**config.mk**
```make
export PLATFORM = sky130hd
export DESIGN_NAME = expression_lexer
export DESIGN_NICKNAME = d
export VERILOG_FILES = /design/src/rtl/core/exlex_pkg.sv /design/src/rtl/core/expression_lexer.sv
export VERILOG_INCLUDE_DIRS = /design/src /design/src/rtl/core
export SDC_FILE = /design/constraint.sdc
export NUM_CORES = 1
export LEC_CHECK = 0
export BUFFER_PORTS_ARGS = -buffer_cell sky130_fd_sc_hd__clkbuf_2
export CORE_MARGIN = 2
export CORE_UTILIZATION = 40
export CTS_BUF_LIST = sky130_fd_sc_hd__clkbuf_4
export DETAILED_ROUTE_END_ITERATION = 8
export PLACE_DENSITY = 0.66
export SYNTH_ARGS = -nofsm -noshare
export SYNTH_HDL_FRONTEND = slang
export SYNTH_SLANG_ARGS = --single-unit
```
**constraint.sdc**
```tcl
create_clock -name i_clk -period 10.1 [get_ports i_clk]
set_input_delay 2.02 -clock i_clk [delete_from_list [all_inputs] [get_ports i_clk]]
set_output_delay 2.02 -clock i_clk [all_outputs]
set_load 0.03 [all_outputs]
```
**src/rtl/core/assert_macros.svh**
```systemverilog
// ---------------------------------------------------------------------------
// Assertion macros
// Shared concurrent assertion forms for the RTL, clocked with reset guard.
// ---------------------------------------------------------------------------
`ifndef ASSERT_MACROS_SVH
`define ASSERT_MACROS_SVH

// The expression holds at every clock edge outside reset.
`define ASSERT_ALWAYS(label, clk, rst_n, expr) \
    label: assert property (@(posedge clk) disable iff (!(rst_n)) (expr)) \
        else $error("assertion failed: expr");

// The consequent holds at the clock edge after the antecedent.
`define ASSERT_NEXT(label, clk, rst_n, ante, cons) \
    label: assert property (@(posedge clk) disable iff (!(rst_n)) (ante) |=> (cons)) \
        else $error("assertion failed: ante then cons");

`endif

```
**src/rtl/core/exlex_pkg.sv**
```systemverilog
// ---------------------------------------------------------------------------
// Expression lexer package
// Token kinds, scan modes, character constants and character classes.
// ---------------------------------------------------------------------------
package exlex_pkg;

    localparam int unsigned MAX_LEN_DEFAULT = 4096;
    localparam logic [7:0]  SEPARATOR_RESET = 8'd32;

    localparam logic [7:0] CH_DOT    = 8'h2E;
    localparam logic [7:0] CH_UNDER  = 8'h5F;
    localparam logic [7:0] CH_PLUS   = 8'h2B;
    localparam logic [7:0] CH_MINUS  = 8'h2D;
    localparam logic [7:0] CH_STAR   = 8'h2A;
    localparam logic [7:0] CH_SLASH  = 8'h2F;
    localparam logic [7:0] CH_EQUAL  = 8'h3D;
    localparam logic [7:0] CH_COLON  = 8'h3A;
    localparam logic [7:0] CH_LPAREN = 8'h28;
    localparam logic [7:0] CH_RPAREN = 8'h29;
    localparam logic [7:0] CH_LBRACK = 8'h5B;
    localparam logic [7:0] CH_RBRACK = 8'h5D;
    localparam logic [7:0] CH_LBRACE = 8'h7B;
    localparam logic [7:0] CH_RBRACE = 8'h7D;
    localparam logic [7:0] CH_ZERO   = 8'h30;
    localparam logic [7:0] CH_NINE   = 8'h39;
    localparam logic [7:0] CH_LOW_A  = 8'h61;
    localparam logic [7:0] CH_LOW_Z  = 8'h7A;
    localparam logic [7:0] CH_UP_A   = 8'h41;
    localparam logic [7:0] CH_UP_Z   = 8'h5A;

    typedef enum logic [2:0] {
        KIND_OP    = 3'd0,
        KIND_DELIM = 3'd1,
        KIND_NUM   = 3'd2,
        KIND_IDENT = 3'd3,
        KIND_ERR   = 3'd4
    } t_kind;

    typedef enum logic [5:0] {
        MODE_IDLE   = 6'b000001,
        MODE_INT    = 6'b000010,
        MODE_FRAC   = 6'b000100,
        MODE_DOT    = 6'b001000,
        MODE_DOTNUM = 6'b010000,
        MODE_IDENT  = 6'b100000
    } t_mode;

    typedef struct packed {
        t_kind       kind;
        logic [11:0] start;
        logic [12:0] len;
        logic [7:0]  symbol;
        logic        last;
    } t_token;

    function automatic logic is_digit(input logic [7:0] c);
        return (c >= CH_ZERO) && (c <= CH_NINE);
    endfunction

    function automatic logic is_alpha(input logic [7:0] c);
        return ((c >= CH_LOW_A) && (c <= CH_LOW_Z)) || ((c >= CH_UP_A) && (c <= CH_UP_Z));
    endfunction

    function automatic logic is_word(input logic [7:0] c);
        return is_alpha(c) || is_digit(c) || (c == CH_UNDER);
    endfunction

    function automatic logic is_op(input logic [7:0] c);
        return (c == CH_PLUS) || (c == CH_MINUS) || (c == CH_STAR) ||
               (c == CH_SLASH) || (c == CH_EQUAL) || (c == CH_COLON);
    endfunction

    function automatic logic is_delim(input logic [7:0] c);
        return (c == CH_LPAREN) || (c == CH_RPAREN) || (c == CH_LBRACK) ||
               (c == CH_RBRACK) || (c == CH_LBRACE) || (c == CH_RBRACE);
    endfunction

    function automatic logic is_open(input t_mode m);
        logic r;
        case (m)
            MODE_INT, MODE_FRAC, MODE_DOT, MODE_DOTNUM, MODE_IDENT: r = 1'b1;
            default: r = 1'b0;
        endcase
        return r;
    endfunction

endpackage

```
**src/rtl/core/expression_lexer.sv**
```systemverilog
// ---------------------------------------------------------------------------
// Expression lexer
// Splits a character stream into operator, delimiter, number, identifier
// and error tokens.
// ---------------------------------------------------------------------------
// The lexer takes one character per item and gives an item's first token
// from an output register in the cycle after the item is taken; a second
// token waits in a one-entry holding stage behind it. It takes one item
// per cycle while the output side takes its tokens and no second token is
// held; an item with two tokens holds off the next item until its first
// is taken and the second is in the output register. The scan state is a
// single register set updated in the cycle an item is accepted. An item
// flagged as end of string flushes any open token and restarts positions at
// zero. The separator register may be written at any time the lexer is idle.
`include "assert_macros.svh"

module expression_lexer #(
    parameter int unsigned MAX_LEN = exlex_pkg::MAX_LEN_DEFAULT
) (
    input  logic        i_clk,
    input  logic        i_rst_n,
    input  logic        i_valid,
    output logic        o_ready,
    input  logic [7:0]  i_ch,
    input  logic        i_end_of_string,
    output logic        o_valid,
    input  logic        i_ready,
    output logic [2:0]  o_token_kind,
    output logic [11:0] o_start_index,
    output logic [12:0] o_token_length,
    output logic [7:0]  o_symbol,
    output logic        o_run_last,
    input  logic        i_cfg_valid,
    output logic        o_cfg_ready,
    input  logic [7:0]  i_cfg_data
);

    localparam int unsigned POS_W     = $clog2(MAX_LEN + 1);
    localparam int unsigned START_LIM = (MAX_LEN - 1 > 4095) ? 4095 : MAX_LEN - 1;

    function automatic exlex_pkg::t_token make_tok(
        input exlex_pkg::t_kind k,
        input logic [POS_W-1:0] start,
        input logic [POS_W-1:0] len,
        input logic [7:0]       sym
    );
        exlex_pkg::t_token t;
        logic [31:0] s32;
        logic [31:0] l32;
        s32 = 32'(start);
        l32 = 32'(len);
        if (s32 > 32'(START_LIM)) begin
            s32 = 32'(START_LIM);
        end
        t.kind   = k;
        t.start  = s32[11:0];
        t.len    = l32[12:0];
        t.symbol = sym;
        t.last   = 1'b0;
        return t;
    endfunction

    function automatic exlex_pkg::t_token close_tok(
        input exlex_pkg::t_mode  m,
        input logic [POS_W-1:0]  start,
        input logic [POS_W-1:0]  len
    );
        exlex_pkg::t_token t;
        case (m)
            exlex_pkg::MODE_DOT: begin
                t = make_tok(exlex_pkg::KIND_ERR, start, POS_W'(1), exlex_pkg::CH_DOT);
            end
            exlex_pkg::MODE_IDENT: begin
                t = make_tok(exlex_pkg::KIND_IDENT, start, len, 8'd0);
            end
            default: begin
                t = make_tok(exlex_pkg::KIND_NUM, start, len, 8'd0);
            end
        endcase
        return t;
    endfunction

    exlex_pkg::t_mode   r_mode, n_mode, mid_mode;
    logic [POS_W-1:0]   r_start, n_start, mid_start;
    logic [POS_W-1:0]   r_position, n_position;
    logic [POS_W-1:0]   r_tok_len, n_tok_len, mid_len;
    logic [7:0]         r_sep;

    exlex_pkg::t_token  r_out, r_hold;
    logic               r_out_valid, r_hold_valid;

    exlex_pkg::t_token  tok_a, tok_b, tok_c, tok_first, tok_second;
    logic               have_a, have_b, have_c, have_second;
    logic               used;
    logic               in_acc;

    assign in_acc      = i_valid && o_ready;
    assign o_ready     = (!r_out_valid || i_ready) && !r_hold_valid;
    assign o_cfg_ready = 1'b1;

    always_comb begin
        used     = 1'b0;
        mid_mode = r_mode;
        case (r_mode)
            exlex_pkg::MODE_INT: begin
                if (exlex_pkg::is_digit(i_ch)) begin
                    used = 1'b1;
                end else if (i_ch == exlex_pkg::CH_DOT) begin
                    used     = 1'b1;
                    mid_mode = exlex_pkg::MODE_FRAC;
                end
            end
            exlex_pkg::MODE_FRAC, exlex_pkg::MODE_DOTNUM: begin
                used = exlex_pkg::is_digit(i_ch);
            end
            exlex_pkg::MODE_DOT: begin
                if (exlex_pkg::is_digit(i_ch)) begin
                    used     = 1'b1;
                    mid_mode = exlex_pkg::MODE_DOTNUM;
                end
            end
            exlex_pkg::MODE_IDENT: begin
                used = exlex_pkg::is_word(i_ch);
            end
            default: begin
                mid_mode = exlex_pkg::MODE_IDLE;
            end
        endcase

        mid_start = r_start;
        mid_len   = r_tok_len;
        have_a    = 1'b0;
        have_b    = 1'b0;
        tok_a     = close_tok(r_mode, r_start, r_tok_len);
        tok_b     = make_tok(exlex_pkg::KIND_ERR, r_position, POS_W'(1), i_ch);

        if (used) begin
            if (r_tok_len < POS_W'(MAX_LEN)) begin
                mid_len = r_tok_len + POS_W'(1);
            end
        end else begin
            have_a   = exlex_pkg::is_open(r_mode);
            mid_mode = exlex_pkg::MODE_IDLE;
            mid_len  = '0;
            if (i_ch == r_sep) begin
                have_b = 1'b0;
            end else if (exlex_pkg::is_op(i_ch)) begin
                have_b     = 1'b1;
                tok_b.kind = exlex_pkg::KIND_OP;
            end else if (exlex_pkg::is_delim(i_ch)) begin
                have_b     = 1'b1;
                tok_b.kind = exlex_pkg::KIND_DELIM;
            end else if (exlex_pkg::is_digit(i_ch)) begin
                mid_mode  = exlex_pkg::MODE_INT;
                mid_start = r_position;
                mid_len   = POS_W'(1);
            end else if (i_ch == exlex_pkg::CH_DOT) begin
                mid_mode  = exlex_pkg::MODE_DOT;
                mid_start = r_position;
                mid_len   = POS_W'(1);
            end else if (exlex_pkg::is_alpha(i_ch) || (i_ch == exlex_pkg::CH_UNDER)) begin
                mid_mode  = exlex_pkg::MODE_IDENT;
                mid_start = r_position;
                mid_len   = POS_W'(1);
            end else begin
                have_b = 1'b1;
            end
        end

        n_position = r_position;
        if (r_position < POS_W'(MAX_LEN)) begin
            n_position = r_position + POS_W'(1);
        end

        tok_c     = close_tok(mid_mode, mid_start, mid_len);
        have_c    = 1'b0;
        n_mode    = mid_mode;
        n_start   = mid_start;
        n_tok_len = mid_len;
        if (i_end_of_string) begin
            have_c     = exlex_pkg::is_open(mid_mode);
            n_mode     = exlex_pkg::MODE_IDLE;
            n_start    = '0;
            n_tok_len  = '0;
            n_position = '0;
        end

        have_second     = have_b || have_c;
        tok_second      = have_b ? tok_b : tok_c;
        tok_second.last = 1'b1;
        tok_first       = have_a ? tok_a : tok_second;
        tok_first.last  = !(have_a && have_second);
    end

    always_ff @(posedge i_clk) begin
        if (!i_rst_n) begin
            r_mode     <= exlex_pkg::MODE_IDLE;
            r_start    <= '0;
            r_position <= '0;
            r_tok_len  <= '0;
        end else if (in_acc) begin
            r_mode     <= n_mode;
            r_start    <= n_start;
            r_position <= n_position;
            r_tok_len  <= n_tok_len;
        end
    end

    always_ff @(posedge i_clk) begin
        if (!i_rst_n) begin
            r_sep <= exlex_pkg::SEPARATOR_RESET;
        end else if (i_cfg_valid && o_cfg_ready) begin
            r_sep <= i_cfg_data;
        end
    end

    always_ff @(posedge i_clk) begin
        if (!i_rst_n) begin
            r_out_valid  <= 1'b0;
            r_hold_valid <= 1'b0;
        end else if (in_acc && (have_a || have_second)) begin
            r_out_valid  <= 1'b1;
            r_hold_valid <= have_a && have_second;
        end else if (r_out_valid && i_ready) begin
            r_out_valid  <= r_hold_valid;
            r_hold_valid <= 1'b0;
        end
    end

    always_ff @(posedge i_clk) begin
        if (in_acc && (have_a || have_second)) begin
            r_out  <= tok_first;
            r_hold <= tok_second;
        end else if (r_out_valid && i_ready && r_hold_valid) begin
            r_out <= r_hold;
        end
    end

    assign o_valid        = r_out_valid;
    assign o_token_kind   = r_out.kind;
    assign o_start_index  = r_out.start;
    assign o_token_length = r_out.len;
    assign o_symbol       = r_out.symbol;
    assign o_run_last     = r_out.last;

    `ASSERT_ALWAYS(a_hold_behind_out, i_clk, i_rst_n, !r_hold_valid || r_out_valid)
    `ASSERT_ALWAYS(a_no_accept_with_hold, i_clk, i_rst_n, !(in_acc && r_hold_valid))
    `ASSERT_ALWAYS(a_position_bound, i_clk, i_rst_n, r_position <= POS_W'(MAX_LEN))
    `ASSERT_NEXT(a_eos_restart, i_clk, i_rst_n, in_acc && i_end_of_string,
        (r_position == '0) && (r_mode == exlex_pkg::MODE_IDLE) && (r_tok_len == '0))

endmodule

```
==> impl_table.tex <==
\begin{tabular}{lr}
\hline
Metric & Value \\
\hline
\multicolumn{2}{l}{\textbf{Pwr}} \\
Power density over the cells & 160 nW/um\^{}2 \\
Proportion of power drawn by combinational gates & 0.174 \\
Part of the total power dissipated in the clock network & 0.310 \\
Pint & 0.000850 W \\
Switching power share of the total & 0.288 \\
Total net switching power & 0.000343 W \\
Leakage & 2.63 nW \\
Proportion of power drawn by flip-flops and latches & 0.515 \\
Worst supply voltage drop on vdd & 69.9 uV \\
\multicolumn{2}{l}{\textbf{Yosys}} \\
Top flip-flop cell by instance count after synthesis & sky130\_fd\_sc\_hd\_\_edfxtp\_1 \\
Distinct cells, synth & 68 \\
Number of flops mapped to enable cells by yosys & 73 \\
Portion of the post-synthesis area used by sequential elements & 0.489 \\
Synthesis Warnings & 0 \\
Post-synthesis area per instance & 10.0 sq um \\
Proportion of register bits with asynchronous set or reset after synthesis & 0 \\
Cell count after synthesis & 674 \\
Syn Nets & 698 \\
Count of state elements after synthesis & 128 \\
Summed instance area of the synthesized netlist & 6740 sq um \\
\multicolumn{2}{l}{\textbf{Finish}} \\
Core occupancy in the finished layout & 0.452 \\
Footprint of the flip-flops and latches & 3290 sq um \\
Count of filler cells inserted in the layout & 1,574 \\
Multi-input gate area in the final layout & 3140 sq um \\
\# nets final & 737 \\
Ratio of cells with drive above 1 in the final layout & 0.191 \\
Layout Area Growth over Synthesis & 10.8\% \\
\multicolumn{2}{l}{\textbf{Floorplan}} \\
Area of the die & 17,900 sq um \\
Starting Density & 0.408 \\
Site row count & 47 \\
Die extent in x & 134 um \\
Number of top-level pins & 62 \\
Floorplan Core Area & 16,500 sq um \\
Die boundary height & 134 um \\
\multicolumn{2}{l}{\textbf{Clock tree}} \\
Number of buffers inserted during clock tree synthesis & 17 \\
Clock insertion delay at the later pin of the skew report & 0.57 ns \\
Clock net sink count & 128 \\
Clock transition at path regs & 0.11 ns \\
Cell at the root of the clock tree & sky130\_fd\_sc\_hd\_\_clkbuf\_4 \\
Hold buffer count at CTS & 0 \\
Bufs on Longest Clock Path & 2 \\
Post-CTS sizing & 0 \\
Number of H-tree levels & 4 \\
Clock tree from TritonCTS & yes \\
Setup Buffers After CTS & 0 \\
\multicolumn{2}{l}{\textbf{Routing}} \\
Number of antenna-violating nets in the routed design & 0 \\
DRC violation total after the first TritonRoute iteration & 507 \\
Routed wirelength normalized by instance count & 17.7 um \\
Sum of routed wire length over all layers & 16.8 mm \\
Via-to-Cell Ratio & 5.85 \\
Post-route DRC & 0 \\
Detailed-router iteration count before antenna repair & 5 \\
Vias & 5,543 \\
\multicolumn{2}{l}{\textbf{Timing}} \\
Transition time at the pin with the least slew margin & 1.00 ns \\
Final setup TNS & 0 ns \\
Worst clock skew & 0.0250 ns \\
Pins Over Slew Limit & 0 \\
Maximum achievable frequency & 199 MHz \\
Post-layout minimum cycle time & 5.04 ns \\
Worst rel slew slack & 0.331 \\
Unrepaired setup endpoints after global routing & no \\
Post-route clock period utilization & 0.499 \\
Count of final setup violators & 0 \\
Hold Violations, Final & 0 \\
\multicolumn{2}{l}{\textbf{Global routing}} \\
Number of global-route vias before repair & 5,489 \\
Total global-route track usage & 0.192 \\
Remaining global-route overflow & 0 \\
Largest net degree at the start of global routing & 54 \\
First-pass GRT wire length & 27.3 mm \\
Number of antenna violations at the first check in global routing & 1 \\
\multicolumn{2}{l}{\textbf{Outcome}} \\
Result of the run & completed \\
\multicolumn{2}{l}{\textbf{Min path}} \\
Path category of the worst min-delay check & register to register \\
\multicolumn{2}{l}{\textbf{Critical path}} \\
Buf+Inv Stages, Crit Path & 3 \\
Critical Path Start Type & primary input \\
Data arrival time of the worst path & 5.35 ns \\
Cell with the biggest individual delay on the critical path & sky130\_fd\_sc\_hd\_\_buf\_4 \\
Worst-path cell chain & clkbuf\_2, and2\_1, a311oi\_1, or4\_4, and3\_1, o21a\_1, nor2\_8, inv\_2, buf\_4, mux2\_4 \\
Crit-path max FO & 53 \\
CP Capture Type & register \\
Worst Setup Path Type & primary input to register \\
Delay of the slowest cell on the worst path & 0.67 ns \\
Top Family by Delay on Critical Path & buffers and inverters \\
Required @ worst endpoint & 10.41 ns \\
\multicolumn{2}{l}{\textbf{Placed design}} \\
Placer's final routability congestion estimate & 0.868 \\
Detail Placement HPWL & 10.8 mm \\
Count of port buffers added during placement & 60 \\
\multicolumn{2}{l}{\textbf{Run}} \\
Max-cap violations & 0 \\
\hline
\end{tabular}
-- kinds of logic (layout without fill, tap and decap cells) --
family | count (synthesis) | in the layout | share of synthesized area
AND/OR/NAND/NOR | 240 | 240 | 0.191
AO/OA/AOI/OAI | 187 | 187 | 0.205
flip-flops | 128 | 128 | 0.489
buffers and inverters | 73 | 125 | 0.0490
XOR/XNOR | 28 | 28 | 0.0364
multiplexers | 15 | 15 | 0.0254
adder cells (fa/ha/maj) | 2 | 2 | 0.00371
other | 1 | 2 | 0.000556
-- Yosys cell counts (all sizes together), types with 8 or more instances --
cell    count  share of area
a21boi     19          0.021
and3       11          0.010
o32ai       8          0.010
nor2b      28          0.026
nand4       9         0.0084
dfxtp      55           0.16
inv        22          0.012
buf        19          0.019
a221oi     11          0.025
a32oi       9          0.012
xnor2      18          0.023
nand3      18          0.013
o21ai      30          0.022
nand2      45          0.025
nor3       37          0.027
o31ai       8         0.0089
mux2i      10          0.015
clkbuf     32          0.018
xor2       10          0.013
nor2       54          0.034
a21oi      48          0.041
a22oi      14          0.016
o211ai     13          0.014
edfxtp     73           0.33
-- sequential cells by signal, indices dropped and copies added (netlist names), 6 cells and up --
| name | flops |
|---|---|
| r_start | 13 |
| r_position | 13 |
| r_tok_len | 13 |
| r_mode | 6 |
| o_symbol | 8 |
| r_sep | 8 |
| r_hold | 36 |
| o_start_index | 12 |
| o_token_length | 13 |
-- routing by layer --
layer / GRT usage / up-vias / routed length, um / share of wire
li1: - / 2597 / - / -
met1: 0.233 / 2667 / 7060 / 0.42
met2: 0.323 / 244 / 8330 / 0.50
met3: 0.0450 / 35 / 951 / 0.057
met4: 0.0892 / 0 / 416 / 0.025
met5: 0 / - / 0 / 0
-- worst register-to-register path, delay by kind of cell (launching register included) --
| kind | cells | cell delay [ns] |
|---|---|---|
| buf+inv | 3 | 1.31 |
| simple gates | 4 | 1.11 |
| flops | 1 | 0.40 |
| mux | 1 | 0.36 |
| compound gates | 2 | 0.33 |
-- per-stage QoR --
stage / area [sq um] / power [W] / hold WS (ns) / cells / setup slack (ns)
finish: 7470 / 0.00119 / 0.483 / 947 / 5.06
floorplan: 6740 / 0.000778 / 0.450 / 674 / 4.76
global placement: 7180 / 0.000830 / 0.462 / 914 / 4.61
detailed placement: 7180 / 0.000834 / 0.476 / 914 / 4.53
CTS: 7460 / 0.00120 / 0.494 / 946 / 5.14
global route: 7470 / 0.00124 / 0.513 / 947 / 4.86
-- path summary, 6_finish.rpt --
kind                    start         endpoint  slack (ns)  cells past startpoint
setup / recovery      i_ch[2]  o_token_kind[1]        5.06                     10
hold / removal    r_start[10]      r_start[10]        0.48                      2
setup reg to reg    r_mode[3]  o_token_kind[1]        6.37                     10
hold reg to reg   r_start[10]      r_start[10]        0.48                      2
-- power by group through the flow --
stage	Sequential, W	Clock [W]	Combinational [W]
after floorplan	0.000666	0	0.000111
after global placement	0.000626	0	0.000204
after detailed placement	0.000627	0	0.000207
after CTS	0.000616	0.000377	0.000208
after global routing	0.000619	0.000395	0.000224
final	0.000615	0.000370	0.000208
-- cells in the final DEF (no fill, tap or decap), drive strengths merged, types with 19 or more instances in the layout --
cell type / n
inv: 22
edfxtp: 73
a21oi: 48
o21ai: 30
nor3: 37
nor2b: 28
clkbuf: 83
dfxtp: 55
nor2: 54
nand2: 45
a21boi: 19
-- area by class of cell --
cell class / count / area share
multi-input cells: 473 / 0.421
diodes: 1 / 0.000335
well taps: 220 / 0.0369
repair buffers: 71 / 0.0513
inverters: 22 / 0.0111
flip-flops and latches: 128 / 0.441
clock buffers: 23 / 0.0231
clock inverters: 9 / 0.0156
(Power assumes the default switching activity.)
